$ cat config.mk
export PLATFORM = sky130hd
export DESIGN_NAME = note_history_voice_tracker_unit
export DESIGN_NICKNAME = d
export VERILOG_FILES = /design/src/sv/nhvt_pkg.sv /design/src/sv/nhvt_history.sv /design/src/sv/note_history_voice_tracker_unit.sv
export SDC_FILE = /design/constraint.sdc
export NUM_CORES = 1
export LEC_CHECK = 0
export BUFFER_PORTS_ARGS = -buffer_cell sky130_fd_sc_hd__buf_2
export CORE_AREA = 2 2 108 110
export CTS_CLUSTER_SIZE = 28
export DETAILED_ROUTE_END_ITERATION = 10
export DIE_AREA = 0 0 110 112
export GPL_ROUTABILITY_DRIVEN = 0
export PLACE_DENSITY = 0.64
export SKIP_CTS_REPAIR_TIMING = 1
export SLEW_MARGIN = 30
export SYNTH_ARGS = -nofsm -noshare
export SYNTH_HDL_FRONTEND = slang
export SYNTH_HIERARCHICAL = 1
export SYNTH_SLANG_ARGS = --single-unit
$ cat constraint.sdc
create_clock -name aclk -period 4.2 [get_ports aclk]
set_input_delay 0.21 -clock aclk [delete_from_list [all_inputs] [get_ports aclk]]
set_output_delay 0.21 -clock aclk [all_outputs]
set_load 0.01 [all_outputs]
$ cat src/sv/nhvt_pkg.sv
package nhvt_pkg;

    localparam int PITCH_W = 7;
    localparam int NOW_W   = 32;
    localparam int SLOT_W  = 4;

    localparam logic OP_NOTE_ON  = 1'b0;
    localparam logic OP_NOTE_OFF = 1'b1;

    typedef struct packed {
        logic               op;
        logic [PITCH_W-1:0] pitch;
        logic [NOW_W-1:0]   now_us;
    } event_t;

    typedef struct packed {
        logic               evicted_valid;
        logic [PITCH_W-1:0] evicted_pitch;
        logic               found;
        logic [SLOT_W-1:0]  slot;
    } result_t;

endpackage

$ cat src/sv/nhvt_history.sv
module nhvt_history #(
    parameter int LAST_SLOT = 7,
    parameter int TIME_BITS = 32
) (
    input  logic              aclk,
    input  logic              aresetn,
    input  logic              event_fire,
    input  nhvt_pkg::event_t  event_in,
    output nhvt_pkg::result_t result
);

    localparam int NUM_SLOTS = LAST_SLOT + 1;
    localparam int SLOT_W    = nhvt_pkg::SLOT_W;
    localparam int PITCH_W   = nhvt_pkg::PITCH_W;
    localparam logic [SLOT_W-1:0] NO_SLOT = SLOT_W'(NUM_SLOTS);

    logic [PITCH_W-1:0]   pitch_reg [NUM_SLOTS];
    logic                 valid_reg [NUM_SLOTS];
    logic [TIME_BITS-1:0] stamp_reg [NUM_SLOTS];

    logic [NUM_SLOTS-1:0] match;
    logic                 hit;
    logic [SLOT_W-1:0]    hit_slot;
    logic [NUM_SLOTS-1:0] hit_onehot;
    logic [TIME_BITS-1:0] stamp;
    logic                 is_on;

    assign is_on = (event_in.op == nhvt_pkg::OP_NOTE_ON);
    assign stamp = TIME_BITS'(event_in.now_us);

    always_comb begin
        hit        = 1'b0;
        hit_slot   = NO_SLOT;
        hit_onehot = '0;
        for (int i = 0; i < NUM_SLOTS; i++) begin
            match[i] = valid_reg[i] && (pitch_reg[i] == event_in.pitch);
        end
        for (int i = NUM_SLOTS - 1; i >= 0; i--) begin
            if (match[i]) begin
                hit        = 1'b1;
                hit_slot   = SLOT_W'(i);
                hit_onehot = NUM_SLOTS'(1) << i;
            end
        end
    end

    always_comb begin
        result = '0;
        if (is_on) begin
            result.slot          = '0;
            result.found         = 1'b1;
            result.evicted_valid = valid_reg[LAST_SLOT];
            result.evicted_pitch = valid_reg[LAST_SLOT] ? pitch_reg[LAST_SLOT] : '0;
        end else begin
            result.slot  = hit_slot;
            result.found = hit;
        end
    end

    always_ff @(posedge aclk) begin
        if (!aresetn) begin
            for (int i = 0; i < NUM_SLOTS; i++) begin
                valid_reg[i] <= 1'b0;
                pitch_reg[i] <= '0;
                stamp_reg[i] <= '0;
            end
        end else if (event_fire) begin
            if (is_on) begin
                for (int i = NUM_SLOTS - 1; i > 0; i--) begin
                    valid_reg[i] <= valid_reg[i-1];
                    pitch_reg[i] <= pitch_reg[i-1];
                    stamp_reg[i] <= stamp_reg[i-1];
                end
                valid_reg[0] <= 1'b1;
                pitch_reg[0] <= event_in.pitch;
                stamp_reg[0] <= '0;
            end else begin
                for (int i = 0; i < NUM_SLOTS; i++) begin
                    if (hit_onehot[i]) begin
                        stamp_reg[i] <= stamp;
                    end
                end
            end
        end
    end

endmodule

$ cat src/sv/note_history_voice_tracker_unit.sv
// A beat is held in the input register, its result in the output register. Throughput: one
// event per cycle while m_tready does not stall the output; the history registers are updated
// as each event leaves the input register, so the next event already sees the new history.
// Reset: synchronous active-low aresetn empties every slot and drops both stage valids.
module note_history_voice_tracker_unit #(
    parameter int LAST_SLOT = 7,
    parameter int TIME_BITS = 32
) (
    input  logic        aclk,
    input  logic        aresetn,
    input  logic        s_tvalid,
    output logic        s_tready,
    input  logic [39:0] s_tdata,   // pitch[6:0], now_us[38:7], zero pad
    input  logic        s_tuser,   // op
    output logic        m_tvalid,
    input  logic        m_tready,
    output logic [15:0] m_tdata    // slot[3:0], found[4], evicted_pitch[11:5],
                                   // evicted_valid[12], zero pad
);

    nhvt_pkg::event_t  in_reg;
    logic              in_valid_reg;
    nhvt_pkg::result_t out_reg;
    logic              out_valid_reg;
    nhvt_pkg::result_t result;
    logic              advance;

    assign advance  = in_valid_reg && (!out_valid_reg || m_tready);
    assign s_tready = !in_valid_reg || advance;

    always_ff @(posedge aclk) begin
        if (!aresetn) begin
            in_valid_reg <= 1'b0;
        end else if (s_tready) begin
            in_valid_reg <= s_tvalid;
        end
    end

    always_ff @(posedge aclk) begin
        if (s_tvalid && s_tready) begin
            in_reg.op     <= s_tuser;
            in_reg.pitch  <= s_tdata[6:0];
            in_reg.now_us <= s_tdata[38:7];
        end
    end

    nhvt_history #(
        .LAST_SLOT (LAST_SLOT),
        .TIME_BITS (TIME_BITS)
    ) u_history (
        .aclk       (aclk),
        .aresetn    (aresetn),
        .event_fire (advance),
        .event_in   (in_reg),
        .result     (result)
    );

    always_ff @(posedge aclk) begin
        if (!aresetn) begin
            out_valid_reg <= 1'b0;
        end else if (advance) begin
            out_valid_reg <= 1'b1;
        end else if (m_tready) begin
            out_valid_reg <= 1'b0;
        end
    end

    always_ff @(posedge aclk) begin
        if (advance) begin
            out_reg <= result;
        end
    end

    assign m_tvalid = out_valid_reg;
    assign m_tdata  = {3'b000, out_reg};

endmodule

# Word-level counts from Yosys, hierarchy flattened

Memories as Yosys holds them, arrays and structs flattened.
Index checks and enable logic that the tools add are counted.

Logic and storage cells: 90
Bits in registers: 23
Output and inout port bits: 18
Memories kept: 2
Input bits: 45
Bits in writable memories: 64

Bitwise gates (word level): 18
Equal/unequal tests: 8
Muxes and demuxes: 31
Reductions and logical operators: 20

Memories:

| memory              | depth | width | read ports | clocked after memory_dff | write ports | RTL line           | text |
|---|---|---|---|---|---|---|---|
| u_history.pitch_reg | 8     | 7     | 8          | 0                        | 8           | nhvt_history.sv:17 | `logic [PITCH_W-1:0] pitch_reg [NUM_SLOTS];` |
| u_history.valid_reg | 8     | 1     | 8          | 0                        | 8           | nhvt_history.sv:18 | `logic valid_reg [NUM_SLOTS];` |

Operator list:

| kind               | count |
|---|---|
| 7-bit == test      | 8 |
| 7-bit 2-to-1 mux   | 8 |
| 1-bit 2-to-1 mux   | 17 |
| 1-bit OR           | 16 |
| 1-bit logical AND  | 10 |
| 3-bit 2-to-1 mux   | 3 |
| 8-bit OR reduction | 1 |
| 5-bit OR reduction | 1 |
| 2-bit 2-to-1 mux   | 2 |
| 4-bit 2-to-1 mux   | 1 |
| 2-bit OR reduction | 2 |
| 3-bit OR reduction | 1 |
| 1-bit logical NOT  | 2 |
| 1-bit logical OR   | 2 |
| 1-bit NOT          | 2 |
| 2-bit nonzero test | 1 |

# Depth between registers and ports, before layout

Gate-level depths: netlist (run 1).
An unclocked memory read counts as a cell.

Depth after elaboration: 10
Gate-level depth with buffers: 6
Gate-level depth less buffers: 5

# Cells and area by module

Netlist (run 1), hierarchy kept.

By module, submodules not included:

| module                          | area an instance (sq um) | times used | seq. area each (sq um) | cells an instance |
|---|---|---|---|---|
| nhvt_history                    | 3226.8                   | 1          | 1871.8                 | 251 |
| note_history_voice_tracker_unit | 1721.7                   | 1          | 1631.6                 | 66 |

# Worst setup path before layout (run 1)

No wires, ideal clock.

Path type: register to register
Start point: reg out_valid_reg, in the netlist m_tvalid
End point: mem u_history.pitch_reg[0][0] (enable)
Data arrival time: 2696 ps
Period minus slack after synthesis: 3109 ps
Data required time: 3787 ps
Setup slack: 1091 ps
Setup time: 413 ps
Buffers on the path: 0
Stages on the path, launching flop included: 6
Path through: dfxtp_1 nor2b_4 nor2b_1 nand2_1 and2_1 inv_1

RTL lines:

| element                | RTL line                              | text |
|---|---|---|
| start, declared        | note_history_voice_tracker_unit.sv:24 | `logic out_valid_reg;` |
| start signal, assigned | note_history_voice_tracker_unit.sv:60 | `out_valid_reg <= 1'b0;` |
| start signal, assigned | note_history_voice_tracker_unit.sv:62 | `out_valid_reg <= 1'b1;` |
| start signal, assigned | note_history_voice_tracker_unit.sv:64 | `out_valid_reg <= 1'b0;` |
| end, declared          | nhvt_history.sv:17                    |  |

==> results of run 1 <==
layout make-up:
cell class              instances  area (um^2)
clock inverters                 5         72.6
clock buffers                  11          233
multi-input cells             179         1310
repair buffers                 30          160
fillers                      1014         6660
well taps                     143          179
inverters                       4         16.3
flip-flops and latches         87         2540
worst paths after layout:
check	from	endpoint	slack [ns]	depth (start not counted)
max	m_tvalid$_SDFFE_PN0P_	u_history/pitch_reg[0][14]$_SDFFCE_PN0P_	1.64	7
min	s_tdata[6]	in_reg[38]$_DFFE_PP_	0.05	1
max reg2reg	m_tvalid$_SDFFE_PN0P_	u_history/pitch_reg[0][14]$_SDFFCE_PN0P_	1.64	7
min reg2reg	u_history/valid_reg[0]$_DFF_P_	u_history/valid_reg[1]$_DFF_P_	0.49	1
cell usage in the layout, fill, tap and decap left out, types with 2 or more instances in the layout:
| cell type | n |
|---|---|
| conb_1 | 3 |
| xor2_1 | 13 |
| buf_2 | 26 |
| xnor2_1 | 41 |
| clkbuf_16 | 9 |
| nor2b_1 | 2 |
| a21boi_1 | 2 |
| dfxtp_1 | 7 |
| a21oi_1 | 2 |
| nor2_1 | 7 |
| a22o_1 | 4 |
| clkinv_1 | 2 |
| xor2_2 | 2 |
| buf_4 | 4 |
| and3_1 | 2 |
| inv_1 | 3 |
| edfxtp_1 | 80 |
| bufinv_16 | 2 |
| nand2_1 | 3 |
| clkbuf_1 | 2 |
| nand4_1 | 10 |
| clkinv_2 | 2 |
| nor4_1 | 4 |
| and2_1 | 67 |
metal layers:
metal	wire, um	share of wire, %	vias to the layer above
met2	3350	49	47
li1	-	-	1039
met4	189	2.8	0
met5	0	0	-
met1	2920	43	1018
met3	308	4.6	12
power by group through the flow:
stage	logic, mW	registers (mW)	clock network, mW
3_5_place_dp	0.116	1.05	0
2_1_floorplan	0.0980	1.03	0
5_1_grt	0.127	1.04	0.866
3_3_place_gp	0.114	1.05	0
4_1_cts	0.116	1.03	0.832
6_report	0.114	1.03	0.818
through the flow:
stage          area, um^2  util (%)  hold WS (ns)  instances
2_1_floorplan        4000         -         0.309        287
3_3_place_gp         4210      37.6         0.389        443
3_5_place_dp         4210      37.6         0.389        443
4_1_cts              4510      40.4        0.0391        459
5_1_grt              4510      40.4        0.0389        459
6_report             4510      40.4        0.0494        459
critical path: stages, from the launching register on:
cell and delay, ns:
dfxtp_1 0.40, nor2b_4 0.19, nor2b_1 0.05, buf_4 0.19, nand2_1 0.10, and2_1 0.25
clkinv_2 0.68, buf_4 0.44
==> impl_metrics.json, run 1 <==
{
  "cts_made_buffers": 9,
  "syn_area_per_cell_um2": 14.0,
  "crit_path_end_kind": "register",
  "peakVddDrop_uv": 240,
  "grt_pass1_wl_um": 10700,
  "yosysWarnings": 6,
  "skew_ns": 0.00391,
  "use_met1_pct": 14.1,
  "hold_violations": 0,
  "die_x_um": 110,
  "crit_type": "register to register",
  "io_buffers": 26,
  "grt_pass1_vias": 2201,
  "layout_setup_ws_ns": 1.64,
  "clock_sinks": 87,
  "worstMarginPinSlew_ns": 0.806,
  "coreArea_mm2": 0.0112,
  "max-cap-violations": 0,
  "dp_slack_ns": 1.66,
  "swShare_pct": 20.5,
  "grtUsageTotal_pct": 11.9,
  "p_leak_nw": 1.63,
  "p_seq_share_pct": 52.5,
  "drv_slew": 0,
  "initial_core_util_pct": 35.7,
  "arrival_ns": 2.64,
  "p_comb_share_pct": 5.8,
  "status": "complete, no violations",
  "synth_area_mm2": 0.00399,
  "cts_root_buffer": "clkbuf_16",
  "grt_max_degree": 48,
  "fin_crit_ns": 2.56,
  "drive_above_1_share_pct": 16.5,
  "clk_pin_slew_ns": 0.06,
  "drc": 0,
  "critPathRequiredTime_ns": 4.29,
  "cts_tree": "yes",
  "htreeDepth": 3,
  "die_h_um": 112,
  "hold_class": "input pin to register",
  "setup_violations": 0,
  "cts_buffer_depth": 2,
  "grtUsageMet2_pct": 19.2,
  "dp_hpwl_um": 4700,
  "p_switching_mw": 0.402,
  "wl_um": 6770,
  "relSlewSlack_pct": 46.2,
  "io_pins": 63,
  "rsz0062_at_grt": "no",
  "internal_power_mw": 1.56,
  "insertion_delay_ns": 0.33,
  "die-area_mm2": 0.0123,
  "fin_crit_sh_pct": 60.8,
  "post_drt_wl_per_cell_um": 14.7,
  "fin_tns_setup_ns": 0,
  "vias_per_cell": 4.61,
  "grt_overflow": 0,
  "pwr-share-clk_pct": 41.7,
  "top_usage_layer": "met2",
  "finalNetCount": 356,
  "critPathLaunchType": "register",
  "largest_register_ffs": 56,
  "cp_max_fo": 47,
  "power_density_mw_per_mm2": 435,
  "placementRows": 39,
  "dr_total_vias": 2116,
  "synth_cells": 285,
  "report.power.total_mw": 1.96,
  "drt_pass1_iterations": 4,
  "area_delta_synth_final_pct": 13.2,
  "ant_nets": 0,
  "drtIter0Drc": 134,
  "met3_usage_pct": 4.16,
  "clock.fmax_mhz": 391,
  "antenna_found_initial": 0,
  "diodes": 0
}
Note: power is estimated with default switching activity, not from simulation.
==> run 2: changes to the inputs <==
ABC_AREA = 1   (was default)
CORE_AREA = 2 2 110 112   (was 2 2 108 110)
DIE_AREA = 0 0 112 114   (was 0 0 110 112)
PLACE_DENSITY = 0.65   (was 0.64)
clock period = 2.2 ns   (was 4.2 ns; I/O delays follow)
==> run 2 against run 1 <==
Via count grew 36%. Flip-flop and latch count is the same. Area after synthesis grew 2.8%. Register-to-register slack lost 1.3 ns. Critical path type unchanged. Critical endpoint is now m_tdata[2]$_DFFE_PP_. Highest routed layer unchanged.
==> impl_metrics.json, run 2 <==
{
  "drtIter0Drc": 199,
  "p_seq_share_pct": 49.8,
  "setup_violations": 0,
  "synth_cells": 429,
  "wl_um": 8600,
  "area_delta_synth_final_pct": 17.2,
  "internal_power_mw": 3.08,
  "arrival_ns": 1.97,
  "worstMarginPinSlew_ns": 0.545,
  "crit_type": "register to register",
  "placementRows": 40,
  "peakVddDrop_uv": 626,
  "status": "complete, no violations",
  "hold_class": "input pin to register",
  "r2r_start": "in_reg[37]$_DFFE_PP_",
  "ant_nets": 0,
  "setup.worst_path.start": "in_reg[37]$_DFFE_PP_",
  "post_drt_wl_per_cell_um": 13.9,
  "synth_area_mm2": 0.00410,
  "syn_area_per_cell_um2": 9.56,
  "final_common_cell": "nand2_1",
  "clock_sinks": 87,
  "dr_total_vias": 2880,
  "p_comb_share_pct": 7.3,
  "max-cap-violations": 0,
  "finalNetCount": 510,
  "fin_util_pct": 41.0,
  "drv_slew": 0,
  "cts_tree": "yes",
  "final_cell_mix": "nand2_1 (86), nor2_1 (83), edfxtp_1 (80)",
  "io_pins": 63,
  "place_area_mm2": 0.00439,
  "p_leak_nw": 2.02,
  "largest_register_ffs": 56,
  "design_area_mm2": 0.00480,
  "antenna_found_initial": 0,
  "hold_violations": 0,
  "die_x_um": 112,
  "clock.fmax_mhz": 533,
  "grt_max_degree": 65,
  "coreArea_mm2": 0.0117,
  "dp_hpwl_um": 5820,
  "clk_pin_slew_ns": 0.06,
  "yosysWarnings": 6,
  "drive_above_1_share_pct": 14.0,
  "cp_max_fo": 9,
  "grt_pass1_wl_um": 13600,
  "grt_pass1_vias": 2772,
  "vias_per_cell": 4.67,
  "relSlewSlack_pct": 63.7,
  "crit_path_end_kind": "register",
  "insertion_delay_ns": 0.34,
  "drc": 0,
  "critPathLaunchType": "register",
  "hp-start": "s_tvalid",
  "fin_tns_setup_ns": 0,
  "grtUsageTotal_pct": 14.0,
  "htreeDepth": 3,
  "critPathRequiredTime_ns": 2.29,
  "grt_overflow": 0,
  "swShare_pct": 21.8,
  "cts_buffer_depth": 2,
  "power_density_mw_per_mm2": 820,
  "fin_crit_ns": 1.87,
  "skew_ns": 0.00606,
  "die_h_um": 114,
  "p_switching_mw": 0.858,
  "rsz0062_at_grt": "no",
  "fin_crit_sh_pct": 85.2,
  "cts_root_buffer": "clkbuf_16",
  "drt_pass1_iterations": 5,
  "initial_core_util_pct": 35.0,
  "cts_made_buffers": 9,
  "io_buffers": 26,
  "pwr-share-clk_pct": 42.9,
  "die-area_mm2": 0.0128,
  "diodes": 0,
  "whs_ns": 0.0290
}
## run 2: stage by stage
stage	setup WS [ns]	power, mW	cells
floorplan	0.304	2.18	431
detailed placement	0.250	2.27	593
global route	0.139	4.08	617
CTS	0.316	3.95	609
global placement	0.306	2.26	593
finish	0.325	3.94	617
## run 2: layer usage
metal | routed length, um | track usage (%)
met1 | 3710 | 17.4
met2 | 4250 | 23.4
met3 | 535 | 5.37
met4 | 105 | 3.33
met5 | 0 | 0
## run 2: worst max-delay path, cell delays in order (launching register included)
cell and delay [ns]:
edfxtp_1 0.65, inv_4 0.13, nand2_1 0.10, o21ai_1 0.06, a21oi_1 0.14, nand4_1 0.15, and2_1 0.22, nand3_1 0.11
nor2_1 0.05
## run 2: layout make-up
class | instances | area [um^2]
multi-input cells | 247 | 1130
flip-flops and latches | 87 | 2540
well taps | 147 | 184
clock buffers | 13 | 270
inverters | 81 | 324
clock inverters | 3 | 65.1
repair buffers | 39 | 285
fillers | 1123 | 6910
## run 2: worst paths after layout
check | to | slack (ns) | cells past startpoint
max | m_tdata[2]$_DFFE_PP_ | 0.33 | 8
min | in_valid_reg$_SDFFE_PN0P_ | 0.03 | 3
min reg2reg | u_history/valid_reg[0]$_DFF_P_ | 0.46 | 2
max reg2reg | m_tdata[2]$_DFFE_PP_ | 0.33 | 8
## run 2: power by group through the flow
stage / combinational [mW] / sequential [mW] / clock (mW)
finish: 0.286 / 1.96 / 1.69
detailed placement: 0.272 / 2.00 / 0
global placement: 0.265 / 2.00 / 0
floorplan: 0.213 / 1.97 / 0
global route: 0.322 / 1.97 / 1.78
CTS: 0.274 / 1.96 / 1.71
==> run 3: changes to the inputs <==
PLACE_DENSITY = 0.63   (was 0.65)
clock period = 2.4 ns   (was 2.2 ns; I/O delays follow)
==> run 3 against run 2 <==
Clock power decreased by 8%. Clock skew about the same. Final cell count increased by 0.16%. Fmax decreased by 6.6%. Highest routed layer unchanged. Worst hold slack improved by 0.0098 ns. Non-clock buffer count increased by 1. Sequential share of layout area increased by 0.15 points. Combinational power decreased by 9.4%. Wire length decreased by 5.1%. First-iteration DRC count decreased by 13%. Setup slack improved by 0.067 ns. Critical endpoint is now m_tdata[3]$_DFFE_PP_.
==> impl_metrics.json, run 3 (synthesis results as in run 2) <==
{
  "fin_cells": 618,
  "die-area_mm2": 0.0128,
  "cts_tree": "yes",
  "hold_violations": 0,
  "grt_max_degree": 65,
  "report.power.total_mw": 3.60,
  "fin_crit_sh_pct": 83.7,
  "placementRows": 40,
  "area_delta_synth_final_pct": 16.8,
  "antenna_found_initial": 0,
  "crit_type": "register to register",
  "crit_path_end_kind": "register",
  "diodes": 0,
  "io_pins": 63,
  "clk_pin_slew_ns": 0.06,
  "relSlewSlack_pct": 56.0,
  "cp_max_fo": 10,
  "worstMarginPinSlew_ns": 0.661,
  "grt_pass1_wl_um": 13400,
  "cts_buffer_depth": 2,
  "dp_slack_ns": 0.435,
  "setup_violations": 0,
  "clock_sinks": 87,
  "vias_per_cell": 4.71,
  "dr_total_vias": 2909,
  "clock.fmax_mhz": 498,
  "die_x_um": 112,
  "whs_ns": 0.0388,
  "peakVddDrop_uv": 445,
  "place_inst": 594,
  "drive_above_1_share_pct": 14.2,
  "max-cap-violations": 0,
  "initial_core_util_pct": 35.0,
  "finalNetCount": 511,
  "drt_pass1_iterations": 4,
  "fin_tns_setup_ns": 0,
  "die_h_um": 114,
  "p_leak_nw": 2.01,
  "htreeDepth": 3,
  "largest_register_ffs": 56,
  "skew_ns": 0.00645,
  "drc": 0,
  "critPathRequiredTime_ns": 2.50,
  "status": "complete, no violations",
  "wl_um": 8160,
  "dp_hpwl_um": 5580,
  "post_drt_wl_per_cell_um": 13.2,
  "cts_made_buffers": 9,
  "ant_nets": 0,
  "critPathLaunchType": "register",
  "rsz0062_at_grt": "no",
  "grt_overflow": 0,
  "insertion_delay_ns": 0.33,
  "arrival_ns": 2.10,
  "drv_slew": 0,
  "worstHoldPathCells": 3,
  "coreArea_mm2": 0.0117,
  "fin_crit_ns": 2.01,
  "design_area_mm2": 0.00479,
  "hold_class": "input pin to register",
  "layout_setup_ws_ns": 0.392,
  "io_buffers": 26,
  "fin_util_pct": 40.9,
  "cts_root_buffer": "clkbuf_16",
  "reg2regPathDepth": 8,
  "grtUsageTotal_pct": 13.5,
  "final_common_cell": "nand2_1",
  "grt_pass1_vias": 2870,
  "power_density_mw_per_mm2": 751,
  "place_area_mm2": 0.00437,
  "final_cell_mix": "nand2_1 (86), nor2_1 (83), edfxtp_1 (80)",
  "drtIter0Drc": 174
}
[run 3: cell type report]
cell class	instances	area (um^2)
multi-input combinational	247	1130
sequential	87	2540
clock buffer	12	267
inverter	81	324
timing repair buffer	40	268
fill	1153	6920
tap	147	184
clock inverter	4	76.3
[run 3: metal layers]
metal / part of all wire, % / track usage (%)
met1: 43 / 16.6
met2: 49 / 24.0
met3: 6.0 / 3.03
met4: 1.4 / 4.15
met5: 0 / 0
[run 3: worst max-delay path, cell delays in order, from the launching register on]
cell and delay, ns:
edfxtp_1 0.62, inv_6 0.20, o22ai_1 0.09, nor2_1 0.11, nand3_1 0.07, o21ai_1 0.38, inv_1 0.13, nand3_1 0.11
nor2_1 0.05
[run 3: report_power, final]
| part | internal [mW] | total (mW) | switching [mW] |
|---|---|---|---|
| clock | 0.998 | 1.55 | 0.551 |
| combinational | 0.0916 | 0.259 | 0.168 |
| sequential | 1.74 | 1.79 | 0.0557 |
| total | 2.83 | 3.60 | 0.774 |
[run 3: path summary, 6_finish.rpt]
check | start | endpoint | slack (ns)
max | in_reg[32]$_DFFE_PP_ | m_tdata[3]$_DFFE_PP_ | 0.39
min | s_tvalid | in_valid_reg$_SDFFE_PN0P_ | 0.04
min reg2reg | u_history/valid_reg[0]$_DFF_P_ | u_history/valid_reg[0]$_DFF_P_ | 0.45
max reg2reg | in_reg[32]$_DFFE_PP_ | m_tdata[3]$_DFFE_PP_ | 0.39
